## config.mk

```make
export PLATFORM = sky130hd
export DESIGN_NAME = greedy_word_wrap_breaker_top_flat
export DESIGN_NICKNAME = d
export VERILOG_FILES = /design/src/rtl/core/gwwb_pkg.sv /design/src/rtl/core/gwwb_req_if.sv /design/src/rtl/core/gwwb_rsp_if.sv /design/src/rtl/core/gwwb_csr.sv /design/src/rtl/core/gwwb_rem.sv /design/src/rtl/core/gwwb_core.sv /design/src/rtl/core/greedy_word_wrap_breaker_top.sv /design/src/flat_wrapper.sv
export SDC_FILE = /design/constraint.sdc
export NUM_CORES = 1
export LEC_CHECK = 0
export CORE_MARGIN = 2
export CORE_UTILIZATION = 45
export CTS_CLUSTER_SIZE = 40
export DETAILED_ROUTE_END_ITERATION = 8
export DONT_BUFFER_PORTS = 1
export HOLD_SLACK_MARGIN = 0.12
export PLACE_DENSITY_LB_ADDON = 0.15
export SLEW_MARGIN = 5
export SYNTH_ARGS = -nofsm -noshare
export SYNTH_HDL_FRONTEND = slang
export SYNTH_SLANG_ARGS = --single-unit
export TNS_END_PERCENT = 1
```

## constraint.sdc

```tcl
create_clock -name clock -period 7.3 [get_ports clock]
set_clock_uncertainty 0.1 [all_clocks]
set_input_delay 1.095 -clock clock [delete_from_list [all_inputs] [get_ports clock]]
set_output_delay 1.095 -clock clock [all_outputs]
set_load 0.1 [all_outputs]
```

## src/rtl/core/gwwb_pkg.sv

```systemverilog
package gwwb_pkg;

   localparam int PARA_MAX = 4096;
   localparam int IDX_W = $clog2(PARA_MAX);

   localparam int CODE_W = 8;
   localparam int CW_W = 8;
   localparam int PX_W = 16;
   localparam int STEP_W = 10;
   localparam int POS_W = 12;
   localparam int REM_CNT_W = $clog2(PX_W);

   localparam int CSR_DATA_W = 32;
   localparam int CSR_ADDR_W = 3;

   localparam logic [0:0] REG_WRAP_LIMIT = 1'b0;
   localparam logic [0:0] REG_TAB_STEP = 1'b1;

   localparam logic [PX_W-1:0] WRAP_LIMIT_RESET = PX_W'(576);
   localparam logic [STEP_W-1:0] TAB_STEP_RESET = STEP_W'(64);

   localparam logic [CODE_W-1:0] CHAR_TAB = CODE_W'(9);
   localparam logic [CODE_W-1:0] CHAR_NEWLINE = CODE_W'(10);
   localparam logic [CODE_W-1:0] CHAR_SPACE = CODE_W'(32);

   typedef enum logic [1:0] {
      MODE_NORMAL    = 2'd0,
      MODE_LONG_WORD = 2'd1,
      MODE_SEEK_WORD = 2'd2
   } mode_type;

   typedef enum logic [1:0] {
      ST_IDLE = 2'd0,
      ST_REM  = 2'd1,
      ST_EVAL = 2'd2
   } state_type;

   typedef struct packed {
      logic [PX_W-1:0]   wrap_limit;
      logic [STEP_W-1:0] tab_step;
   } cfg_type;

   typedef struct packed {
      logic              start;
      logic [PX_W-1:0]   dividend;
      logic [STEP_W-1:0] divisor;
   } rem_ctrl_type;

   typedef struct packed {
      logic              done;
      logic [STEP_W-1:0] remainder;
   } rem_stat_type;

   function automatic logic [IDX_W-1:0] idx_inc(input logic [IDX_W-1:0] idx);
      logic [IDX_W-1:0] r;
      if (idx == IDX_W'(PARA_MAX - 1)) begin
         r = '0;
      end else begin
         r = idx + IDX_W'(1);
      end
      return r;
   endfunction

   function automatic logic [IDX_W-1:0] idx_dec(input logic [IDX_W-1:0] idx);
      logic [IDX_W-1:0] r;
      if (idx == '0) begin
         r = IDX_W'(PARA_MAX - 1);
      end else begin
         r = idx - IDX_W'(1);
      end
      return r;
   endfunction

endpackage

```

## src/rtl/core/gwwb_req_if.sv

```systemverilog
interface gwwb_req_if;
   logic                           valid;
   logic                           ready;
   logic [gwwb_pkg::CODE_W-1:0]    char_code;
   logic [gwwb_pkg::CW_W-1:0]      char_width;
   logic                           is_last;

   modport source(output valid, output char_code, output char_width, output is_last,
                  input ready);
   modport sink(input valid, input char_code, input char_width, input is_last,
                output ready);
endinterface

```

## src/rtl/core/gwwb_rsp_if.sv

```systemverilog
interface gwwb_rsp_if;
   logic                           valid;
   logic                           ready;
   logic [gwwb_pkg::POS_W-1:0]     break_pos;

   modport source(output valid, output break_pos, input ready);
   modport sink(input valid, input break_pos, output ready);
endinterface

```

## src/rtl/core/gwwb_csr.sv

```systemverilog
module gwwb_csr (
   input  logic                              clock,
   input  logic                              reset,
   input  logic                              csr_psel,
   input  logic                              csr_penable,
   input  logic                              csr_pwrite,
   input  logic [gwwb_pkg::CSR_ADDR_W-1:0]   csr_paddr,
   input  logic [gwwb_pkg::CSR_DATA_W-1:0]   csr_pwdata,
   output logic [gwwb_pkg::CSR_DATA_W-1:0]   csr_prdata,
   output logic                              csr_pready,
   output gwwb_pkg::cfg_type                 cfg
);

   logic [gwwb_pkg::PX_W-1:0]   wrap_limit_ff;
   logic [gwwb_pkg::STEP_W-1:0] tab_step_ff;
   logic                        wr_en;
   logic [0:0]                  reg_sel;

   assign csr_pready = 1'b1;
   assign wr_en = csr_psel & csr_penable & csr_pwrite & csr_pready;
   assign reg_sel = csr_paddr[gwwb_pkg::CSR_ADDR_W-1];

   always_ff @(posedge clock) begin
      if (reset) begin
         wrap_limit_ff <= gwwb_pkg::WRAP_LIMIT_RESET;
         tab_step_ff <= gwwb_pkg::TAB_STEP_RESET;
      end else if (wr_en) begin
         if (reg_sel == gwwb_pkg::REG_WRAP_LIMIT) begin
            wrap_limit_ff <= csr_pwdata[gwwb_pkg::PX_W-1:0];
         end else begin
            tab_step_ff <= csr_pwdata[gwwb_pkg::STEP_W-1:0];
         end
      end
   end

   always_comb begin
      if (reg_sel == gwwb_pkg::REG_WRAP_LIMIT) begin
         csr_prdata = gwwb_pkg::CSR_DATA_W'(wrap_limit_ff);
      end else begin
         csr_prdata = gwwb_pkg::CSR_DATA_W'(tab_step_ff);
      end
   end

   assign cfg.wrap_limit = wrap_limit_ff;
   assign cfg.tab_step = tab_step_ff;

endmodule

```

## src/rtl/core/gwwb_rem.sv

```systemverilog
module gwwb_rem (
   input  logic                   clock,
   input  logic                   reset,
   input  gwwb_pkg::rem_ctrl_type ctrl,
   output gwwb_pkg::rem_stat_type stat
);

   logic                             busy_ff, busy_in;
   logic                             done_ff, done_in;
   logic [gwwb_pkg::REM_CNT_W-1:0]   cnt_ff, cnt_in;
   logic [gwwb_pkg::PX_W-1:0]        dvd_ff, dvd_in;
   logic [gwwb_pkg::STEP_W-1:0]      dsr_ff, dsr_in;
   logic [gwwb_pkg::STEP_W-1:0]      rem_ff, rem_in;
   logic [gwwb_pkg::STEP_W:0]        trial;

   assign trial = {rem_ff, dvd_ff[gwwb_pkg::PX_W-1]};

   always_comb begin
      busy_in = busy_ff;
      done_in = 1'b0;
      cnt_in = cnt_ff;
      dvd_in = dvd_ff;
      dsr_in = dsr_ff;
      rem_in = rem_ff;
      if (ctrl.start) begin
         busy_in = 1'b1;
         cnt_in = '0;
         dvd_in = ctrl.dividend;
         dsr_in = ctrl.divisor;
         rem_in = '0;
      end else if (busy_ff) begin
         // restore-or-subtract, one dividend bit per cycle
         if (trial >= {1'b0, dsr_ff}) begin
            rem_in = gwwb_pkg::STEP_W'(trial - {1'b0, dsr_ff});
         end else begin
            rem_in = gwwb_pkg::STEP_W'(trial);
         end
         dvd_in = {dvd_ff[gwwb_pkg::PX_W-2:0], 1'b0};
         cnt_in = cnt_ff + gwwb_pkg::REM_CNT_W'(1);
         if (cnt_ff == gwwb_pkg::REM_CNT_W'(gwwb_pkg::PX_W - 1)) begin
            busy_in = 1'b0;
            done_in = 1'b1;
         end
      end
   end

   always_ff @(posedge clock) begin
      if (reset) begin
         busy_ff <= 1'b0;
         done_ff <= 1'b0;
         cnt_ff <= '0;
      end else begin
         busy_ff <= busy_in;
         done_ff <= done_in;
         cnt_ff <= cnt_in;
      end
      dvd_ff <= dvd_in;
      dsr_ff <= dsr_in;
      rem_ff <= rem_in;
   end

   assign stat.done = done_ff;
   assign stat.remainder = rem_ff;

endmodule

```

## src/rtl/core/gwwb_core.sv

```systemverilog
module gwwb_core (
   input  logic                   clock,
   input  logic                   reset,
   input  gwwb_pkg::cfg_type      cfg,
   gwwb_req_if.sink               req,
   gwwb_rsp_if.source             rsp,
   output gwwb_pkg::rem_ctrl_type rem_ctrl,
   input  gwwb_pkg::rem_stat_type rem_stat
);

   localparam int PX_W = gwwb_pkg::PX_W;
   localparam int IDX_W = gwwb_pkg::IDX_W;

   gwwb_pkg::state_type           state_ff, state_in;
   gwwb_pkg::mode_type            mode_ff, mode_in;
   logic [IDX_W-1:0]              idx_ff, idx_in;
   logic [PX_W-1:0]               line_px_ff, line_px_in;
   logic [IDX_W-1:0]              word_begin_ff, word_begin_in;
   logic [PX_W-1:0]               word_px_ff, word_px_in;
   logic                          prev_blank_ff, prev_blank_in;
   logic                          opens_ff, opens_in;

   logic [gwwb_pkg::CODE_W-1:0]   code_ff;
   logic [gwwb_pkg::CW_W-1:0]     width_ff;
   logic                          last_ff;

   logic                          rsp_valid_ff;
   logic [gwwb_pkg::POS_W-1:0]    break_pos_ff;

   logic [gwwb_pkg::STEP_W-1:0]   step;
   logic                          is_tab, blank, need_rem, commit;
   logic                          brk_valid;
   logic [IDX_W-1:0]              brk_idx;
   logic [IDX_W-1:0]              wb_eff;
   logic [PX_W-1:0]               wpx_eff, ol_prior;
   logic [PX_W:0]                 adv, sum, ol_px;
   logic                          over, ol_over;

   assign step = (cfg.tab_step == '0) ? gwwb_pkg::STEP_W'(1) : cfg.tab_step;
   assign is_tab = (code_ff == gwwb_pkg::CHAR_TAB);
   assign blank = is_tab || (code_ff == gwwb_pkg::CHAR_SPACE) ||
                  (code_ff == gwwb_pkg::CHAR_NEWLINE);
   assign need_rem = (req.char_code == gwwb_pkg::CHAR_TAB) &&
                     (mode_ff != gwwb_pkg::MODE_LONG_WORD) &&
                     (mode_ff != gwwb_pkg::MODE_SEEK_WORD);

   assign adv = is_tab ? (PX_W + 1)'(step - rem_stat.remainder) : (PX_W + 1)'(width_ff);
   assign sum = {1'b0, line_px_ff} + adv;
   assign over = sum > {1'b0, cfg.wrap_limit};

   assign wb_eff = prev_blank_ff ? idx_ff : word_begin_ff;
   assign wpx_eff = prev_blank_ff ? '0 : word_px_ff;
   assign ol_prior = (mode_ff == gwwb_pkg::MODE_SEEK_WORD) ? '0 : wpx_eff;
   assign ol_px = {1'b0, ol_prior} + (PX_W + 1)'(width_ff);
   assign ol_over = ol_px > {1'b0, cfg.wrap_limit};

   always_comb begin
      mode_in = mode_ff;
      line_px_in = line_px_ff;
      word_begin_in = word_begin_ff;
      word_px_in = word_px_ff;
      opens_in = opens_ff;
      brk_valid = 1'b0;
      brk_idx = gwwb_pkg::idx_dec(wb_eff);
      case (mode_ff)
         gwwb_pkg::MODE_LONG_WORD: begin
            if (blank) begin
               mode_in = gwwb_pkg::MODE_SEEK_WORD;
            end
         end
         gwwb_pkg::MODE_SEEK_WORD: begin
            if (!blank) begin
               brk_valid = 1'b1;
               brk_idx = gwwb_pkg::idx_dec(idx_ff);
               word_begin_in = idx_ff;
               opens_in = 1'b1;
               if (ol_over) begin
                  mode_in = gwwb_pkg::MODE_LONG_WORD;
               end else begin
                  line_px_in = ol_px[PX_W-1:0];
                  word_px_in = ol_px[PX_W-1:0];
                  mode_in = gwwb_pkg::MODE_NORMAL;
               end
            end
         end
         default: begin
            if (blank) begin
               if (over) begin
                  mode_in = gwwb_pkg::MODE_SEEK_WORD;
               end else begin
                  line_px_in = sum[PX_W-1:0];
               end
               opens_in = 1'b0;
            end else begin
               word_begin_in = wb_eff;
               word_px_in = wpx_eff;
               if (!over) begin
                  line_px_in = sum[PX_W-1:0];
                  word_px_in = wpx_eff + PX_W'(width_ff);
               end else if (opens_ff) begin
                  mode_in = gwwb_pkg::MODE_LONG_WORD;
               end else begin
                  brk_valid = 1'b1;
                  opens_in = 1'b1;
                  if (ol_over) begin
                     mode_in = gwwb_pkg::MODE_LONG_WORD;
                  end else begin
                     line_px_in = ol_px[PX_W-1:0];
                     word_px_in = ol_px[PX_W-1:0];
                     mode_in = gwwb_pkg::MODE_NORMAL;
                  end
               end
            end
         end
      endcase
      prev_blank_in = blank;
      idx_in = gwwb_pkg::idx_inc(idx_ff);
      if (last_ff) begin
         idx_in = '0;
         line_px_in = '0;
         word_begin_in = '0;
         word_px_in = '0;
         mode_in = gwwb_pkg::MODE_NORMAL;
         prev_blank_in = 1'b1;
         opens_in = 1'b1;
      end
   end

   // hold the update while a new break would overwrite an untaken one
   assign commit = (state_ff == gwwb_pkg::ST_EVAL) &&
                   (!brk_valid || !rsp_valid_ff || rsp.ready);

   always_comb begin
      state_in = state_ff;
      case (state_ff)
         gwwb_pkg::ST_IDLE: begin
            if (req.valid) begin
               state_in = need_rem ? gwwb_pkg::ST_REM : gwwb_pkg::ST_EVAL;
            end
         end
         gwwb_pkg::ST_REM: begin
            if (rem_stat.done) begin
               state_in = gwwb_pkg::ST_EVAL;
            end
         end
         gwwb_pkg::ST_EVAL: begin
            if (commit) begin
               state_in = gwwb_pkg::ST_IDLE;
            end
         end
         default: begin
            state_in = gwwb_pkg::ST_IDLE;
         end
      endcase
   end

   always_comb begin
      req.ready = (state_ff == gwwb_pkg::ST_IDLE);
      rem_ctrl.start = (state_ff == gwwb_pkg::ST_IDLE) && req.valid && need_rem;
      rem_ctrl.dividend = line_px_ff;
      rem_ctrl.divisor = step;
   end

   always_ff @(posedge clock) begin
      if (reset) begin
         state_ff <= gwwb_pkg::ST_IDLE;
         mode_ff <= gwwb_pkg::MODE_NORMAL;
         idx_ff <= '0;
         line_px_ff <= '0;
         word_begin_ff <= '0;
         word_px_ff <= '0;
         prev_blank_ff <= 1'b1;
         opens_ff <= 1'b1;
         rsp_valid_ff <= 1'b0;
      end else begin
         state_ff <= state_in;
         if (commit) begin
            mode_ff <= mode_in;
            idx_ff <= idx_in;
            line_px_ff <= line_px_in;
            word_begin_ff <= word_begin_in;
            word_px_ff <= word_px_in;
            prev_blank_ff <= prev_blank_in;
            opens_ff <= opens_in;
         end
         if (commit && brk_valid) begin
            rsp_valid_ff <= 1'b1;
         end else if (rsp.ready) begin
            rsp_valid_ff <= 1'b0;
         end
      end
      if (req.valid && req.ready) begin
         code_ff <= req.char_code;
         width_ff <= req.char_width;
         last_ff <= req.is_last;
      end
      if (commit && brk_valid) begin
         break_pos_ff <= gwwb_pkg::POS_W'(brk_idx);
      end
   end

   assign rsp.valid = rsp_valid_ff;
   assign rsp.break_pos = break_pos_ff;

endmodule

```

## src/rtl/core/greedy_word_wrap_breaker_top.sv

```systemverilog
// Greedy word-wrap break finder: one paragraph byte per req transfer, at most one
// break position per byte on rsp, held in an output register so the next byte can
// be taken while a break waits. A tab on a line that is still being filled waits for
// the bit-serial remainder unit that rounds the line position to the next tab stop
// (one dividend bit per cycle, 16 bits). A byte whose break finds the previous
// break still untaken holds until rsp transfers it. The state clears after the byte
// marked is_last. Write wrap_limit (offset 0) and tab_step (offset 4) only while
// the block is idle.
module greedy_word_wrap_breaker_top (
   input  logic                              clock,
   input  logic                              reset,
   gwwb_req_if.sink                          req,
   gwwb_rsp_if.source                        rsp,
   input  logic                              csr_psel,
   input  logic                              csr_penable,
   input  logic                              csr_pwrite,
   input  logic [gwwb_pkg::CSR_ADDR_W-1:0]   csr_paddr,
   input  logic [gwwb_pkg::CSR_DATA_W-1:0]   csr_pwdata,
   output logic [gwwb_pkg::CSR_DATA_W-1:0]   csr_prdata,
   output logic                              csr_pready
);

   gwwb_pkg::cfg_type      cfg;
   gwwb_pkg::rem_ctrl_type rem_ctrl;
   gwwb_pkg::rem_stat_type rem_stat;

   gwwb_csr u_csr (
      .clock       (clock),
      .reset       (reset),
      .csr_psel    (csr_psel),
      .csr_penable (csr_penable),
      .csr_pwrite  (csr_pwrite),
      .csr_paddr   (csr_paddr),
      .csr_pwdata  (csr_pwdata),
      .csr_prdata  (csr_prdata),
      .csr_pready  (csr_pready),
      .cfg         (cfg)
   );

   gwwb_rem u_rem (
      .clock (clock),
      .reset (reset),
      .ctrl  (rem_ctrl),
      .stat  (rem_stat)
   );

   gwwb_core u_core (
      .clock    (clock),
      .reset    (reset),
      .cfg      (cfg),
      .req      (req),
      .rsp      (rsp),
      .rem_ctrl (rem_ctrl),
      .rem_stat (rem_stat)
   );

endmodule

```

## src/flat_wrapper.sv

```systemverilog
// flat-port wrapper written by rule: the top's interface ports become plain ports
module greedy_word_wrap_breaker_top_flat 
  (clock, reset, csr_psel, csr_penable, csr_pwrite, csr_paddr, csr_pwdata, csr_prdata, csr_pready, req_valid, req_char_code, req_char_width, req_is_last, req_ready, rsp_valid, rsp_break_pos, rsp_ready);
  gwwb_req_if req_i ();
  gwwb_rsp_if rsp_i ();
  input  logic clock;
  input  logic reset;
  input  logic csr_psel;
  input  logic csr_penable;
  input  logic csr_pwrite;
  input  logic [gwwb_pkg::CSR_ADDR_W-1:0] csr_paddr;
  input  logic [gwwb_pkg::CSR_DATA_W-1:0] csr_pwdata;
  output logic [gwwb_pkg::CSR_DATA_W-1:0] csr_prdata;
  output logic csr_pready;
  input wire logic [$bits(req_i.valid)-1:0] req_valid;
  input wire logic [$bits(req_i.char_code)-1:0] req_char_code;
  input wire logic [$bits(req_i.char_width)-1:0] req_char_width;
  input wire logic [$bits(req_i.is_last)-1:0] req_is_last;
  output wire logic [$bits(req_i.ready)-1:0] req_ready;
  output wire logic [$bits(rsp_i.valid)-1:0] rsp_valid;
  output wire logic [$bits(rsp_i.break_pos)-1:0] rsp_break_pos;
  input wire logic [$bits(rsp_i.ready)-1:0] rsp_ready;
  assign req_i.valid = req_valid;
  assign req_i.char_code = req_char_code;
  assign req_i.char_width = req_char_width;
  assign req_i.is_last = req_is_last;
  assign req_ready = req_i.ready;
  assign rsp_valid = rsp_i.valid;
  assign rsp_break_pos = rsp_i.break_pos;
  assign rsp_i.ready = rsp_ready;
  greedy_word_wrap_breaker_top u_core (.clock(clock), .reset(reset), .req(req_i), .rsp(rsp_i), .csr_psel(csr_psel), .csr_penable(csr_penable), .csr_pwrite(csr_pwrite), .csr_paddr(csr_paddr), .csr_pwdata(csr_pwdata), .csr_prdata(csr_prdata), .csr_pready(csr_pready));
endmodule
```

After elaboration in Yosys (flattened, before gate mapping)
Index checks and enable logic that the tools add are counted.

storage, ports and cells
  register bits after elaboration = 160
  output and inout bits = 47
  logic and storage cells = 155

cells by class
  $add $sub $neg = 9
  order comparisons = 3
  eq/ne operators = 23
  mux-type cells = 66
  bitwise operators = 4
  reductions and logical operators = 29

operators by type and width
  cell                     number
  $mux W16                 19
  $mux W12                 10
  $pmux W16 S2             2
  $gt A17 B16 Y1           2
  $eq A8 B4 Y1 const B     3
  $logic_not A12 Y1        2
  $pmux W12 S2             1
  $sub A12 B1 Y12 const B  2
  $mux W2                  11
  $mux W10                 2
  $add A16 B17 Y17         1
  $add A16 B8 Y17          1
  $mux W17                 1
  $add A16 B8 Y16          1
  $mux W1                  16
  $add A12 B1 Y12 const B  1
  $eq A12 B12 Y1 const B   1
  $ne A3 B3 Y1 const B     4
  $ge A11 B10 Y1           1
  $sub A10 B10 Y11         1
  $logic_not A10 Y1        1
  $ne A2 B2 Y1 const B     5
  $reduce_and A5 Y1        2
  $sub A10 B10 Y10         1
  other kinds (24)         43

Logic depth before layout (Yosys ltp)
  word-level depth = 15
  gate-level depth with buffers = 32

Modules after synthesis
Synthesis repeated with hierarchy kept, for this count alone.

second synthesis, totals
  cell total of the unflattened synthesis = 1334
  area total of the unflattened synthesis = 11896.4 µm²

by module, submodules not included
  module     instances  cells each  area an instance (µm²)  seq. area each (µm²)
  gwwb_core  1          1016        8399.3                  2132.0
  gwwb_rem   1          177         2090.8                  1101.1
  gwwb_csr   1          141         1406.3                  520.5

Worst setup path before layout
No wires, ideal clock.

  path kind = flip-flop to flip-flop
  start = reg u_core.u_csr.tab_step_ff[1] in the netlist's numbering
  end = reg u_core.u_core.line_px_ff[8]
  setup time = 0.060 ns
  data arrival time = 6.348 ns
  data required time = 7.140 ns
  slack = 0.792 ns
  cell stages (with the launch flop) = 30
  period minus slack after synthesis = 6.508 ns
  path through = dfxtp_1 > nor3_1 > a41oi_1 > ha_1 > inv_1 > fa_1 > and3_1 > o31ai_1 > a211oi_1 > o21a_1 > nor3_1 > ha_1 > a21oi_1 > nor2b_1 > a311o_1 > a21o_1 > a21oi_1 > xnor2_1 > ha_1 > a211oi_1 > o221ai_1 > a21oi_1 > a211oi_1 > o2111ai_1 > o211ai_1 > nor2_1 > and4_1 > clkbuf_1 > buf_4 > a32o_1

on the way
  word-level cells in the longest chain between the ends = 14

RTL lines
  what                                line              text
  start, declared                     gwwb_csr.sv:15    logic [gwwb_pkg::STEP_W-1:0] tab_step_ff;
  start signal, assigned              gwwb_csr.sv:26    tab_step_ff <= gwwb_pkg::TAB_STEP_RESET;
  start signal, assigned              gwwb_csr.sv:31    tab_step_ff <= csr_pwdata[gwwb_pkg::STEP_W-1:0];
  $logic_not A10 Y1                   gwwb_core.sv:39   assign step = (cfg.tab_step == '0) ? gwwb_pkg::STEP_W'(1) : cfg.tab_step;
  $mux W10 *                          gwwb_core.sv:39
  $sub A10 B10 Y11 *                  gwwb_core.sv:47   assign adv = is_tab ? (PX_W + 1)'(step - rem_stat.remainder) : (PX_W + 1)'(width_ff);
  $mux W17 *                          gwwb_core.sv:47
  $add A16 B17 Y17 *                  gwwb_core.sv:48   assign sum = {1'b0, line_px_ff} + adv;
  $gt A17 B16 Y1                      gwwb_core.sv:49   assign over = sum > {1'b0, cfg.wrap_limit};
  $mux W1                             gwwb_core.sv:97   if (!over) begin
  $mux W1                             gwwb_core.sv:87   if (blank) begin
  $pmux W1 S2                         gwwb_core.sv:65   case (mode_ff)
  $logic_not A1 Y1                    gwwb_core.sv:131  (!brk_valid || !rsp_valid_ff || rsp.ready);
  $logic_or A1 B1 Y1 (2 in a row)     gwwb_core.sv:131
  $logic_and A1 B1 Y1                 gwwb_core.sv:130  assign commit = (state_ff == gwwb_pkg::ST_EVAL) &&
  $reduce_and A5 Y1 (no source line)  --
  end signal, assigned                gwwb_core.sv:180  line_px_ff <= line_px_in;
  end, declared                       gwwb_core.sv:17   logic [PX_W-1:0] line_px_ff, line_px_in;

Every way passes the cells marked *; elsewhere a longest branch is shown, timed or not. The select of a mux whose other input is x is not followed.
A chain may end at the register's enable or synchronous reset.

Final worst setup path
  start = reg u_core.u_csr.tab_step_ff[1] in the netlist's numbering
  end = reg u_core.u_core.line_px_ff[0]

The elaborated chain is that of the path after synthesis.

==> reports/qor.txt <==
FLOORPLAN
----------------------------------------------------------------------------------------
Standard-cell row count                                                               58
Core Region                                                                   0.0250 mm²
Floorplan die height                                                              163 µm
Boundary Pins                                                                        106
DIE WIDTH                                                                         163 µm
Die Footprint                                                                 0.0266 mm²
Initial standard-cell utilization of the core                                      45.5%

WORST SETUP PATH
----------------------------------------------------------------------------------------
Required arrival time at the worst endpoint                                      7.58 ns
Arrival time reported for the critical path endpoint                             7.05 ns
Peak fanout along the critical path                                                   16
Stage delay of the slowest cell on the critical path                             0.43 ns
Endpoint class of the critical path                                                 flop
CP startpoint kind                                                                  flop
Worst-path cell with the longest stage delay                                sky130_fd_sc_hd__a21oi_4
Kind of critical path                                                         reg -> reg

CTS
----------------------------------------------------------------------------------------
Number of buffers added by the clock tree synthesis step                              17
CTS tree                                                                           built
Clk_lat worst skew                                                               0.44 ns
Worst-path clk slew                                                              0.07 ns
Maximum count of clock buffers along a single path                                     2
Clock tree root buffer cell                                                 sky130_fd_sc_hd__clkbuf_16
Count of clock tree sinks                                                            160
CTS H-tree depth                                                                       4

GRT
----------------------------------------------------------------------------------------
Largest net degree at the start of global routing                                     51
Antenna violations before repair                                                       0
First-pass GRT wire length                                                     48,300 µm
GRT Residual Overflow                                                                  0
Via count of the first global-routing pass                                         8,877
Overall routing resource usage                                                     23.3%

PWR
----------------------------------------------------------------------------------------
Total power density per cell area                                             185 mW/mm²
Max IR drop VDD                                                               0.000109 V
Leakage                                                                          5.19 nW

YOSYS
----------------------------------------------------------------------------------------
Portion of synthesized cell area occupied by the leading cell type                 18.4%
Post-synthesis cell area                                                      0.0114 mm²
Number of different library cells in the post-synthesis netlist                       83
Number of standard cells after synthesis                                           1,368
Top area cells in the synthesized netlist                                   sky130_fd_sc_hd__dfxtp_1 18%, sky130_fd_sc_hd__edfxtp_1 14%, sky130_fd_sc_hd__ha_1 10%
Post-synth EDFFs                                                                      55
Avg Cell Area, Syn                                                              8.33 µm²
Post-synth top flop                                                         sky130_fd_sc_hd__dfxtp_1
Yosys warning count                                                                    0
Synthesis-stage register bit count                                                   160
Async SR Flop Fraction                                                                0%
Cell taking the most area after synthesis                                   sky130_fd_sc_hd__dfxtp_1
Share of synthesized area occupied by flip-flops and latches                       32.9%

DETAILED ROUTING
----------------------------------------------------------------------------------------
Post-route DRC                                                                         0
Starting DRC count in detailed routing                                               691
Total wire length                                                              30,600 µm
Antenna Violating Nets Remaining                                                       0
Number of vias per cell after detailed routing                                      5.70
Number of vias after detailed routing                                              9,618
Count of TritonRoute iterations in the first routing pass                              7
Routed WL per cell                                                               18.2 µm

STA
----------------------------------------------------------------------------------------
Final setup fails                                                                      0
Achievable Freq                                                                  148 MHz
Portion of the clock cycle consumed by the worst path in the final layout          92.8%
Period minus WS final                                                            6.77 ns
Final hold violations                                                                  0
Worst Max-Slew Pin Slew                                                          1.17 ns
Slew HR                                                                            21.7%
Max-slew violations                                                                    0

CELLS AND AREA
----------------------------------------------------------------------------------------
Synthesis-to-finish area growth                                                    8.36%
Most frequent standard cell in the layout excluding fill and tap cells      sky130_fd_sc_hd__nand2_1
Fill count                                                                         2,393
Area taken by multi-input logic gates                                        0.00709 mm²
Number of standard cells in the final layout excluding fillers                     1,687
Layout Nets                                                                        1,502
FF/Latch Area                                                                0.00375 mm²
End-of-flow core utilization                                                       49.3%
Fraction of layout instances using a drive strength above 1                        8.40%
Commonest non-fill, non-tap cells in the layout                             199 x sky130_fd_sc_hd__nand2_1, 105 x sky130_fd_sc_hd__dfxtp_1, 94 x sky130_fd_sc_hd__ha_1, 86 x sky130_fd_sc_hd__nor2_1, 79 x sky130_fd_sc_hd__a21oi_1
# diodes                                                                               0

FLOW RUN
----------------------------------------------------------------------------------------
Max-capacitance violation count                                                        0

PLACEMENT
----------------------------------------------------------------------------------------
RD Place Congestion                                                                0.910
Port bufs                                                                              0
Placed Instances                                                                   1,653
Post-detail-place hpwl                                                         23,100 µm

HOLD PATH
----------------------------------------------------------------------------------------
Path class of the lowest-slack min-delay path                                 reg -> reg

RUN STATUS
----------------------------------------------------------------------------------------
Result of the run                                                           complete, no violations

## registers in the layout, indices dropped and copies added, names as in the netlist, 10 cells and up
register	count
u_core.u_core.line_px_ff	16
u_core.u_core.word_px_ff	16
u_core.u_csr.wrap_limit_ff	16
u_core.u_rem.dvd_ff	16
u_core.u_core.idx_ff	12
u_core.u_core.rsp.break_pos	12
u_core.u_core.word_begin_ff	12
u_core.u_csr.tab_step_ff	10
u_core.u_rem.dsr_ff	10
u_core.u_rem.rem_ff	10
## synthesized netlist by cell type (all sizes together), types with 6 or more instances
library cell / instances
clkbuf: 55
nor2b: 27
xnor2: 35
a21o: 16
or3: 9
o21ai: 72
mux2i: 32
nand2: 199
and2: 14
dfxtp: 105
nand3b: 11
a31oi: 10
a211oi: 13
nand2b: 19
o211ai: 12
a22oi: 15
ha: 94
o31ai: 12
o31a: 6
a21oi: 83
o21a: 11
edfxtp: 55
a21boi: 8
nand3: 27
nor2: 93
and3: 13
o21bai: 6
mux2: 10
a32o: 14
a22o: 19
nor4: 10
xor2: 23
buf: 33
nor3: 43
inv: 76
nand4: 17
## worst paths after layout
| path | from | end | slack [ns] | cells past startpoint |
|---|---|---|---|---|
| max reg2reg | u_core.u_csr.tab_step_ff[1]$_SDFFE_PP0P_ | u_core.u_core.line_px_ff[0]$_SDFFE_PP0P_ | 0.53 | 29 |
| max | u_core.u_csr.tab_step_ff[1]$_SDFFE_PP0P_ | u_core.u_core.line_px_ff[0]$_SDFFE_PP0P_ | 0.53 | 29 |
| min reg2reg | u_core.u_core.word_px_ff[4]$_SDFFE_PP0P_ | u_core.u_core.word_px_ff[4]$_SDFFE_PP0P_ | 0.35 | 2 |
| min | u_core.u_core.word_px_ff[4]$_SDFFE_PP0P_ | u_core.u_core.word_px_ff[4]$_SDFFE_PP0P_ | 0.35 | 2 |
## per-layer routing
layer  track usage, %  vias up  wire (µm)
li1                 -     4829          -
met1             33.7     4574      15200
met2             36.2      190      13600
met3             3.71       25       1400
met4             5.75        0        468
met5                0        -          0
## power by group
group          switching, mW  leakage [nW]  internal [mW]
clock                  0.420         0.288          0.481
sequential            0.0296          1.32          0.945
combinational          0.263          3.58          0.143
total                  0.713          5.19           1.57
## worst max-delay path: cells and delay by family (launching register included)
family,cells,cell delay [ns]
flops,1,0.33
simple gates,7,0.97
xor+xnor,1,0.20
compound gates,13,3.27
fa+ha+maj,4,1.20
buf+inv,4,0.64
## metrics by stage
stage	cell area [µm²]	hold slack, ns	worst slack, ns	TNS (ns)	total power, mW
4_1_cts	12300	0.349	0.176	0	2.29
3_3_place_gp	11700	0.330	0.330	0	1.39
2_1_floorplan	11500	0.317	0.792	0	1.32
3_5_place_dp	11700	0.334	0.205	0	1.39
6_report	12300	0.349	0.525	0	2.28
5_1_grt	12300	0.371	-0.00721	-0.00721	2.38
## layout make-up
cell class,instances,area share (%)
repair buffers,30,1.82
well taps,330,3.34
inverters,77,2.37
clock inverters,15,1.23
clock buffers,17,3.45
flip-flops and latches,160,30.4
multi-input cells,1058,57.4
## cell families after synthesis
group                    share of synthesized area [%]
adder cells (fa/ha/maj)                           11.2
flip-flops                                        32.9
buffers and inverters                             6.18
AO/OA/AOI/OAI                                     20.1
multiplexers                                      3.94
other                                           0.0659
AND/OR/NAND/NOR                                   21.1
XOR/XNOR                                          4.46
## repair_timing
action	CTS	global route
hold buffers	0	0
buffers inserted	0	2
resized for setup	0	13
endpoints found under the setup margin	0	63
Note: power is estimated with default switching activity, not from simulation.
